**config.mk**
```make
export PLATFORM = sky130hd
export DESIGN_NAME = rgb_to_hsv_converter_unit
export DESIGN_NICKNAME = d
export VERILOG_FILES = /design/src/rtl/rgb2hsv_pkg.sv /design/src/rtl/rgb_to_hsv_converter_unit.sv /design/src/rtl/rgb2hsv_prep.sv /design/src/rtl/rgb2hsv_div_cell.sv
export SDC_FILE = /design/constraint.sdc
export NUM_CORES = 2
export LEC_CHECK = 0
export BUFFER_PORTS_ARGS = -buffer_cell sky130_fd_sc_hd__buf_2
export CAP_MARGIN = 20
export CORE_MARGIN = 2
export CORE_UTILIZATION = 33
export DETAILED_ROUTE_END_ITERATION = 10
export GPL_TIMING_DRIVEN = 0
export PLACE_DENSITY_LB_ADDON = 0.25
export SLEW_MARGIN = 20
export SYNTH_ARGS = -nofsm -noshare
export SYNTH_HDL_FRONTEND = slang
export SYNTH_SLANG_ARGS = --single-unit
```
**constraint.sdc**
```tcl
create_clock -name clock -period 9.33 [get_ports clock]
set_input_delay 0.933 -clock clock [delete_from_list [all_inputs] [get_ports clock]]
set_output_delay 0.933 -clock clock [all_outputs]
set_load 0.01 [all_outputs]
```
**src/rtl/rgb2hsv_pkg.sv**
```systemverilog
`default_nettype none

package rgb2hsv_pkg;

   // Field widths
   localparam int CHAN_W = 8;
   localparam int HUE_W  = 9;
   localparam int PCT_W  = 15;
   localparam int DIV_W  = 8;     // every divisor fits one channel
   localparam int T_W    = 17;    // hue dividend, at most 420 * 255

   // Divider lanes
   localparam int NUM_LANES = 3;
   localparam int LANE_HUE  = 0;
   localparam int LANE_SAT  = 1;
   localparam int LANE_VAL  = 2;

   // Hue constants
   localparam int               HUE_STEP      = 60;
   localparam logic [HUE_W-1:0] HUE_OFF_RED   = 9'd360;
   localparam logic [HUE_W-1:0] HUE_OFF_GREEN = 9'd120;
   localparam logic [HUE_W-1:0] HUE_OFF_BLUE  = 9'd240;
   localparam logic [HUE_W-1:0] HUE_WRAP      = 9'd360;

   // Percent scaling
   localparam int                PCT_FULL = 100;
   localparam logic [CHAN_W-1:0] CHAN_MAX = 8'd255;

   typedef enum logic [1:0] {
      SECT_RED,
      SECT_GREEN,
      SECT_BLUE
   } sector_type;

   typedef struct packed {
      logic valid;
      logic grey;    // max equals min
      logic black;   // max is zero
   } ctl_type;

endpackage

`default_nettype wire

```
**src/rtl/rgb_to_hsv_converter_unit.sv**
```systemverilog
`default_nettype none

// RGB to HSV converter.
//
// Input: raise start with req_red / req_green / req_blue; an item is taken at
// any rising edge where start is high and busy is low. busy is always low, so
// one pixel may be offered on every clock.
// Output: rsp_valid strobes for one cycle with rsp_hue_degrees (0..359),
// rsp_saturation_pct and rsp_value_pct (percent, FRAC_BITS fraction bits).
// The receiver cannot stall; results come out in input order, one per item.
// Pipeline: two front stages (channel sort, then dividends), a row of NUM_STEPS
// divider cells, where NUM_STEPS = max(9, FRAC_BITS + 7) (15 at FRAC_BITS = 8),
// that each retire one quotient bit for hue, saturation and value at once, and
// the output register with the hue wrap.
// Throughput: one item per clock.
// Reset (synchronous): drops every item in flight; no result follows.
module rgb_to_hsv_converter_unit #(
   parameter int FRAC_BITS = 8
) (
   input  logic                            clock,
   input  logic                            reset,
   input  logic                            start,
   output logic                            busy,
   input  logic [rgb2hsv_pkg::CHAN_W-1:0]  req_red,
   input  logic [rgb2hsv_pkg::CHAN_W-1:0]  req_green,
   input  logic [rgb2hsv_pkg::CHAN_W-1:0]  req_blue,
   output logic                            rsp_valid,
   output logic [rgb2hsv_pkg::HUE_W-1:0]   rsp_hue_degrees,
   output logic [rgb2hsv_pkg::PCT_W-1:0]   rsp_saturation_pct,
   output logic [rgb2hsv_pkg::PCT_W-1:0]   rsp_value_pct
);
   import rgb2hsv_pkg::*;

   // quotient bits per lane: hue needs 9, the percents FRAC_BITS + 7
   localparam int NUM_STEPS = (FRAC_BITS + 7 > HUE_W) ? FRAC_BITS + 7 : HUE_W;
   localparam int EXT_W     = (NUM_STEPS > PCT_W) ? NUM_STEPS : PCT_W;
   localparam int LATENCY   = NUM_STEPS + 3;

   logic take;

   // pipeline links; index 0 is the prep output, NUM_STEPS the last cell
   ctl_type                             ctl_c [NUM_STEPS+1];
   logic [NUM_LANES-1:0][DIV_W-1:0]     div_c [NUM_STEPS+1];
   logic [NUM_LANES-1:0][DIV_W-1:0]     rem_c [NUM_STEPS+1];
   logic [NUM_LANES-1:0][NUM_STEPS-1:0] acc_c [NUM_STEPS+1];

   assign busy = 1'b0;
   assign take = start && !busy;

   rgb2hsv_prep #(
      .FRAC_BITS (FRAC_BITS),
      .NUM_STEPS (NUM_STEPS)
   ) u_prep (
      .clock   (clock),
      .reset   (reset),
      .take_i  (take),
      .red_i   (req_red),
      .green_i (req_green),
      .blue_i  (req_blue),
      .ctl_o   (ctl_c[0]),
      .div_o   (div_c[0]),
      .rem_o   (rem_c[0]),
      .acc_o   (acc_c[0])
   );

   // one cell per quotient bit, MSB first
   for (genvar i = 0; i < NUM_STEPS; i++) begin : g_cell
      rgb2hsv_div_cell #(
         .NUM_STEPS (NUM_STEPS)
      ) u_cell (
         .clock (clock),
         .reset (reset),
         .ctl_i (ctl_c[i]),
         .div_i (div_c[i]),
         .rem_i (rem_c[i]),
         .acc_i (acc_c[i]),
         .ctl_o (ctl_c[i+1]),
         .div_o (div_c[i+1]),
         .rem_o (rem_c[i+1]),
         .acc_o (acc_c[i+1])
      );
   end

   // output stage: hue quotient is at most 420, so one subtract wraps it
   ctl_type            ctl_end;
   logic [HUE_W-1:0]   hue_q;
   logic [EXT_W-1:0]   sat_ext, val_ext;
   logic               rsp_valid_in, rsp_valid_ff;
   logic [HUE_W-1:0]   hue_in, hue_ff;
   logic [PCT_W-1:0]   sat_in, sat_ff, val_in, val_ff;

   always_comb begin
      ctl_end = ctl_c[NUM_STEPS];
      hue_q   = acc_c[NUM_STEPS][LANE_HUE][HUE_W-1:0];
      sat_ext = EXT_W'(acc_c[NUM_STEPS][LANE_SAT]);
      val_ext = EXT_W'(acc_c[NUM_STEPS][LANE_VAL]);

      rsp_valid_in = ctl_end.valid;

      if (ctl_end.grey) begin
         hue_in = '0;                 // grey pixel: hue undefined, report zero
      end else if (hue_q >= HUE_WRAP) begin
         hue_in = hue_q - HUE_WRAP;
      end else begin
         hue_in = hue_q;
      end

      // black pixel divided by zero: saturation forced to zero
      sat_in = ctl_end.black ? '0 : sat_ext[PCT_W-1:0];
      val_in = val_ext[PCT_W-1:0];
   end

   always_ff @(posedge clock) begin
      if (reset) begin
         rsp_valid_ff <= 1'b0;
      end else begin
         rsp_valid_ff <= rsp_valid_in;
      end
      hue_ff <= hue_in;
      sat_ff <= sat_in;
      val_ff <= val_in;
   end

   assign rsp_valid          = rsp_valid_ff;
   assign rsp_hue_degrees    = hue_ff;
   assign rsp_saturation_pct = sat_ff;
   assign rsp_value_pct      = val_ff;

`ifndef SYNTHESIS
   // every result traces back to an item that was taken
   assert property (@(posedge clock) disable iff (reset)
      rsp_valid |-> $past(start && !busy, LATENCY))
      else $error("result without matching item");

   assert property (@(posedge clock) disable iff (reset)
      rsp_valid |-> rsp_hue_degrees < HUE_WRAP)
      else $error("hue out of range");

   // a black pixel must come out all zero, value included
   assert property (@(posedge clock) disable iff (reset)
      ctl_end.valid && ctl_end.black |=>
         rsp_hue_degrees == '0 && rsp_saturation_pct == '0 && rsp_value_pct == '0)
      else $error("black pixel gave nonzero result");

   // division invariant: final value lane remainder below its divisor
   assert property (@(posedge clock) disable iff (reset)
      ctl_end.valid |->
         rem_c[NUM_STEPS][LANE_VAL] < div_c[NUM_STEPS][LANE_VAL])
      else $error("divider remainder out of range");
`endif

endmodule

`default_nettype wire

```
**src/rtl/rgb2hsv_prep.sv**
```systemverilog
`default_nettype none

module rgb2hsv_prep #(
   parameter int FRAC_BITS = 8,
   parameter int NUM_STEPS = 15
) (
   input  logic                                                    clock,
   input  logic                                                    reset,
   input  logic                                                    take_i,
   input  logic [rgb2hsv_pkg::CHAN_W-1:0]                          red_i,
   input  logic [rgb2hsv_pkg::CHAN_W-1:0]                          green_i,
   input  logic [rgb2hsv_pkg::CHAN_W-1:0]                          blue_i,
   output rgb2hsv_pkg::ctl_type                                    ctl_o,
   output logic [rgb2hsv_pkg::NUM_LANES-1:0][rgb2hsv_pkg::DIV_W-1:0] div_o,
   output logic [rgb2hsv_pkg::NUM_LANES-1:0][rgb2hsv_pkg::DIV_W-1:0] rem_o,
   output logic [rgb2hsv_pkg::NUM_LANES-1:0][NUM_STEPS-1:0]         acc_o
);
   import rgb2hsv_pkg::*;

   localparam int              DVW   = DIV_W + NUM_STEPS;
   localparam logic [DVW-1:0]  SCALE = DVW'(PCT_FULL) << FRAC_BITS;

   // stage 1: sort channels
   sector_type         sector_in, sector_ff;
   logic [CHAN_W-1:0]  mx_in, mx_ff;
   logic [CHAN_W-1:0]  mn_in;
   logic [CHAN_W-1:0]  d_ff;
   logic signed [CHAN_W:0] num_in, num_ff;
   logic               valid1_ff;

   always_comb begin
      if (red_i >= green_i && red_i >= blue_i) begin
         sector_in = SECT_RED;
         mx_in     = red_i;
      end else if (green_i >= blue_i) begin
         sector_in = SECT_GREEN;
         mx_in     = green_i;
      end else begin
         sector_in = SECT_BLUE;
         mx_in     = blue_i;
      end

      if (red_i <= green_i && red_i <= blue_i) begin
         mn_in = red_i;
      end else if (green_i <= blue_i) begin
         mn_in = green_i;
      end else begin
         mn_in = blue_i;
      end

      case (sector_in)
         SECT_RED:   num_in = $signed({1'b0, green_i}) - $signed({1'b0, blue_i});
         SECT_GREEN: num_in = $signed({1'b0, blue_i}) - $signed({1'b0, red_i});
         SECT_BLUE:  num_in = $signed({1'b0, red_i}) - $signed({1'b0, green_i});
         default:    num_in = '0;
      endcase
   end

   always_ff @(posedge clock) begin
      if (reset) begin
         valid1_ff <= 1'b0;
      end else begin
         valid1_ff <= take_i;
      end
      sector_ff <= sector_in;
      mx_ff     <= mx_in;
      d_ff      <= mx_in - mn_in;
      num_ff    <= num_in;
   end

   // stage 2: dividends and divisors
   logic [HUE_W-1:0]        off;
   logic [T_W-1:0]          off_d;
   logic signed [15:0]      step_term;
   logic signed [T_W+1:0]   t_sum;
   logic [DVW-1:0]          hue_dvd, sat_dvd, val_dvd;
   ctl_type                 ctl_in, ctl_ff;
   logic [NUM_LANES-1:0][DIV_W-1:0]     div_in, div_ff, rem_in, rem_ff;
   logic [NUM_LANES-1:0][NUM_STEPS-1:0] acc_in, acc_ff;

   always_comb begin
      case (sector_ff)
         SECT_RED:   off = HUE_OFF_RED;
         SECT_GREEN: off = HUE_OFF_GREEN;
         SECT_BLUE:  off = HUE_OFF_BLUE;
         default:    off = '0;
      endcase
      off_d     = T_W'(off) * T_W'(d_ff);
      step_term = 16'(num_ff) * 16'(HUE_STEP);
      // never negative: num lies in [-d, d] and off is at least 2 * 60
      t_sum     = $signed({2'b00, off_d}) + (T_W+2)'(step_term);
      hue_dvd   = DVW'(t_sum[T_W-1:0]);
      sat_dvd   = DVW'(d_ff) * SCALE;
      val_dvd   = DVW'(mx_ff) * SCALE;

      div_in[LANE_HUE] = d_ff;
      div_in[LANE_SAT] = mx_ff;
      div_in[LANE_VAL] = CHAN_MAX;
      rem_in[LANE_HUE] = hue_dvd[DVW-1:NUM_STEPS];
      rem_in[LANE_SAT] = sat_dvd[DVW-1:NUM_STEPS];
      rem_in[LANE_VAL] = val_dvd[DVW-1:NUM_STEPS];
      acc_in[LANE_HUE] = hue_dvd[NUM_STEPS-1:0];
      acc_in[LANE_SAT] = sat_dvd[NUM_STEPS-1:0];
      acc_in[LANE_VAL] = val_dvd[NUM_STEPS-1:0];

      ctl_in.valid = valid1_ff;
      ctl_in.grey  = (d_ff == '0);
      ctl_in.black = (mx_ff == '0);
   end

   always_ff @(posedge clock) begin
      if (reset) begin
         ctl_ff <= '0;
      end else begin
         ctl_ff <= ctl_in;
      end
      div_ff <= div_in;
      rem_ff <= rem_in;
      acc_ff <= acc_in;
   end

   assign ctl_o = ctl_ff;
   assign div_o = div_ff;
   assign rem_o = rem_ff;
   assign acc_o = acc_ff;

`ifndef SYNTHESIS
   // a black pixel has all channels equal
   assert property (@(posedge clock) disable iff (reset)
      ctl_ff.valid && ctl_ff.black |-> ctl_ff.grey)
      else $error("black pixel not flagged grey");
`endif

endmodule

`default_nettype wire

```
**src/rtl/rgb2hsv_div_cell.sv**
```systemverilog
`default_nettype none

// One restoring-division step for all three lanes.
module rgb2hsv_div_cell #(
   parameter int NUM_STEPS = 15
) (
   input  logic                                                    clock,
   input  logic                                                    reset,
   input  rgb2hsv_pkg::ctl_type                                    ctl_i,
   input  logic [rgb2hsv_pkg::NUM_LANES-1:0][rgb2hsv_pkg::DIV_W-1:0] div_i,
   input  logic [rgb2hsv_pkg::NUM_LANES-1:0][rgb2hsv_pkg::DIV_W-1:0] rem_i,
   input  logic [rgb2hsv_pkg::NUM_LANES-1:0][NUM_STEPS-1:0]         acc_i,
   output rgb2hsv_pkg::ctl_type                                    ctl_o,
   output logic [rgb2hsv_pkg::NUM_LANES-1:0][rgb2hsv_pkg::DIV_W-1:0] div_o,
   output logic [rgb2hsv_pkg::NUM_LANES-1:0][rgb2hsv_pkg::DIV_W-1:0] rem_o,
   output logic [rgb2hsv_pkg::NUM_LANES-1:0][NUM_STEPS-1:0]         acc_o
);
   import rgb2hsv_pkg::*;

   logic [NUM_LANES-1:0][DIV_W:0]       cand, diff;
   logic [NUM_LANES-1:0]                fits;
   logic [NUM_LANES-1:0][DIV_W-1:0]     rem_in, rem_ff, div_ff;
   logic [NUM_LANES-1:0][NUM_STEPS-1:0] acc_in, acc_ff;
   ctl_type                             ctl_ff;

   // acc holds the dividend bits still to come on top, quotient bits below
   always_comb begin
      for (int l = 0; l < NUM_LANES; l++) begin
         cand[l]   = {rem_i[l], acc_i[l][NUM_STEPS-1]};
         diff[l]   = cand[l] - {1'b0, div_i[l]};
         fits[l]   = (cand[l] >= {1'b0, div_i[l]});
         rem_in[l] = fits[l] ? diff[l][DIV_W-1:0] : cand[l][DIV_W-1:0];
         acc_in[l] = {acc_i[l][NUM_STEPS-2:0], fits[l]};
      end
   end

   always_ff @(posedge clock) begin
      if (reset) begin
         ctl_ff <= '0;
      end else begin
         ctl_ff <= ctl_i;
      end
      div_ff <= div_i;
      rem_ff <= rem_in;
      acc_ff <= acc_in;
   end

   assign ctl_o = ctl_ff;
   assign div_o = div_ff;
   assign rem_o = rem_ff;
   assign acc_o = acc_ff;

endmodule

`default_nettype wire

```
==> results by group <==
Floorplanning
  – Die height: 354 um
  – Core Footprint: 122000 um^2
  – Num rows: 128
  – Initial core utilization: 33.2%
  – Die span in x: 354 um
  – Io pins: 68
  – Die area: 125000 um^2

Synthesis
  – Post-Syn Area per Cell: 10.6 um^2
  – Mapped cell area: 40400 um^2
  – Syn_nets: 4318
  – Sequential share of the synthesized area: 52.8%
  – Synth area leaders: dfxtp_1, ha_1, inv_1
  – EDFF count, synth: 0
  – Post-synth top area share: 52.8%
  – Share of async-settable or async-resettable flops after synthesis: 0%
  – Top cell type by total area after synthesis: dfxtp_1
  – Flops & latches, synth: 1064
  – Cell variety after synth: 59
  – Mapped Cells: 3810
  – Yosys Warn Count: 0
  – Most used DFF post-synth: dfxtp_1

Critical path
  – CP most frequent cell: ha_1
  – Critical path type: register to register
  – Worst EP required: 9.88 ns
  – Cell family with the largest share of critical-path delay: adder cells
  – Largest stage delay, worst path: 0.53 ns
  – Startpoint types: register
  – CP Capture Type: register
  – Arrival @ worst endpoint: 7.23 ns
  – Critical-path maximum fanout: 3
  – CP bufs+invs: 3
  – Slowest CP cell: fa_1

GRT
  – GR Overflow Total: 0
  – Vias in the first global route: 23964
  – Total GRT Usage: 10.9%
  – Pin count of the biggest net entering global routing: 17
  – Initial antenna violation count: 0
  – First-pass GRT wire length: 114 mm

CTS
  – CTS tree: yes
  – CTS resizes: 0
  – Clk slew on worst S/H paths: 0.06 ns
  – TritonCTS Buffers: 108
  – Clk Latency, worst-skew pair: 0.68 ns
  – Clk root buf: clkbuf_16
  – Htree depth: 3
  – Post CTS Setup Buffer Count: 0
  – Clock sink count: 1064
  – Hold Buf Count CTS: 0
  – Clk buf depth: 3

STA
  – Clock Skew: 0.0421 ns
  – Tightest Pin Transition: 0.671 ns
  – Final hold violations: 0
  – Slew HR: 55.2%
  – Total negative setup slack: 0 ns
  – RSZ-0062 raised after global routing: false
  – Slew Limit Fails: 0
  – Final worst path period need: 6.68 ns
  – Tcrit/Tclk final: 71.6%
  – Endpoints failing setup: 0
  – FMAX: 150 MHz

Routing
  – Vias post-DR: 24003
  – Pre-Repair DR Iteration Count: 4
  – 1st-iter DRT viols: 863
  – Via density: 4.21
  – ANT nets after route: 0
  – Final WL: 66.7 mm
  – DRC errors left: 0
  – Wire per inst: 11.7 um

Place
  – RePlAce Congestion: 0.839
  – Post-DP HPWL: 50.5 mm
  – Number of I/O port buffers: 65

Cells and area
  – Fill cells: 11907
  – Ant diodes: 0
  – Area growth syn-to-layout: 15.2%
  – Layout cells sized above 1: 7.98%
  – Fin nets: 4493

Hold path
  – Hold Crit Class: register to register

Job
  – Max Cap Viol: 0

Outcome
  – Status: finished clean
==> cell usage after synthesis (6+ instances only) <==
library cell	count
nor2_1	283
nand3_1	22
nand2_1	100
nand4_1	65
o21ai_0	168
or2_2	29
mux2i_1	17
nand2b_1	65
xor2_1	59
inv_1	510
ha_1	395
xnor2_1	178
nor2b_1	135
o21a_1	9
a21oi_1	275
a2bb2oi_1	27
a31oi_1	7
and3_1	12
a21boi_0	56
mux2_2	32
fa_1	86
and2_1	31
o211ai_1	6
dfxtp_1	1064
a21o_1	47
o21bai_1	21
o22ai_1	28
clkbuf_1	40
==> cell usage in the layout (no fill, tap or decap), drive strengths merged, types with 100 or more instances in the layout <==
cell,instances
nand2,100
ha,395
dfxtp,1064
xnor2,178
nor2b,135
inv,515
o21ai,169
clkbuf,190
a21oi,276
nor2,284
==> through the flow <==
step / util [%] / worst slack [ns] / hold WS, ns / std cells / instance area [um^2]
4_1_cts: 38.3 / 2.58 / 0.281 / 5697 / 46500
5_1_grt: 38.3 / 2.14 / 0.297 / 5697 / 46500
3_3_place_gp: 35.2 / 2.57 / 0.310 / 5500 / 42700
3_5_place_dp: 35.2 / 2.60 / 0.312 / 5500 / 42700
6_report: 38.3 / 2.65 / 0.292 / 5697 / 46500
2_1_floorplan: - / 3.18 / 0.310 / 3810 / 40400
==> worst register-to-register path, stage by stage, from the launching register on <==
cell and delay (ns):
dfxtp_1 0.34, ha_1 0.37, ha_1 0.35, xor2_1 0.23
ha_1 0.31, fa_1 0.47, a21o_1 0.18, a21oi_1 0.22
xnor2_1 0.17, fa_1 0.46, fa_1 0.53, inv_1 0.05
ha_1 0.27, inv_1 0.05, fa_1 0.53, inv_1 0.04
ha_1 0.32, nor2b_1 0.14, o21ai_0 0.21, a21boi_0 0.16
o21a_1 0.19, nor2_1 0.16, o21a_1 0.23, mux2i_1 0.11
a2111oi_2 0.37, xnor2_1 0.10
==> sequential cells by signal, summed over array words and instances, names as in the netlist <==
signal               count
g_cell.u_cell.acc_o    365
g_cell.u_cell.ctl_o     45
g_cell.u_cell.div_o    224
g_cell.u_cell.rem_o    308
rsp_hue_degrees          9
rsp_saturation_pct      15
rsp_valid                1
rsp_value_pct           15
u_prep.acc_o            17
u_prep.ctl_o             3
u_prep.d_ff              8
u_prep.div_o            16
u_prep.mx_ff             8
u_prep.num_ff            9
u_prep.rem_o            18
u_prep.sector_ff         2
u_prep.valid1_ff         1
==> logic make-up (layout without fill, tap and decap cells) <==
group | count (synthesis) | count (layout) | share of synthesized area [%]
other | 1 | 1 | 0.00929
DFF | 1064 | 1064 | 52.8
AOI/OAI and AO/OA | 661 | 661 | 9.62
muxes | 49 | 49 | 1.31
adders and majority gates | 481 | 481 | 16.5
and+or+nand+nor | 762 | 762 | 9.44
buffers and inverters | 555 | 817 | 5.20
xor gates and xnor gates | 237 | 237 | 5.14
==> layer usage <==
layer | vias to the layer above | wire [um] | global-route usage (%)
met2 | 270 | 31200 | 18.6
met1 | 10809 | 31300 | 13.5
met4 | 0 | 1990 | 4.45
met3 | 129 | 2220 | 1.92
li1 | 12795 | - | -
met5 | - | 0 | 0
==> worst paths after layout <==
kind	slack, ns	depth (start not counted)	from	endpoint
setup / recovery	2.65	25	u_prep.num_ff[0]	u_prep.rem_o[1]
hold / removal	0.29	0	g_cell[8].u_cell.acc_o[36]	g_cell[9].u_cell.acc_o[37]
setup reg to reg	2.65	25	u_prep.num_ff[0]	u_prep.rem_o[1]
hold reg to reg	0.29	0	g_cell[8].u_cell.acc_o[36]	g_cell[9].u_cell.acc_o[37]
==> area by class of cell <==
class                   count  area (um^2)  area share (%)
clock buffers             150         3130            6.73
well taps                1625         2030            4.37
clock inverters            47          661            1.42
flip-flops and latches   1064        21300            45.8
repair buffers             65          325           0.699
multi-input cells        2191        17000            36.5
inverters                 510         1910            4.12
plain buffers              45          186           0.401
Power is not shown: default switching activity piles up to over one toggle a cycle in this logic, so the estimate is an artifact.
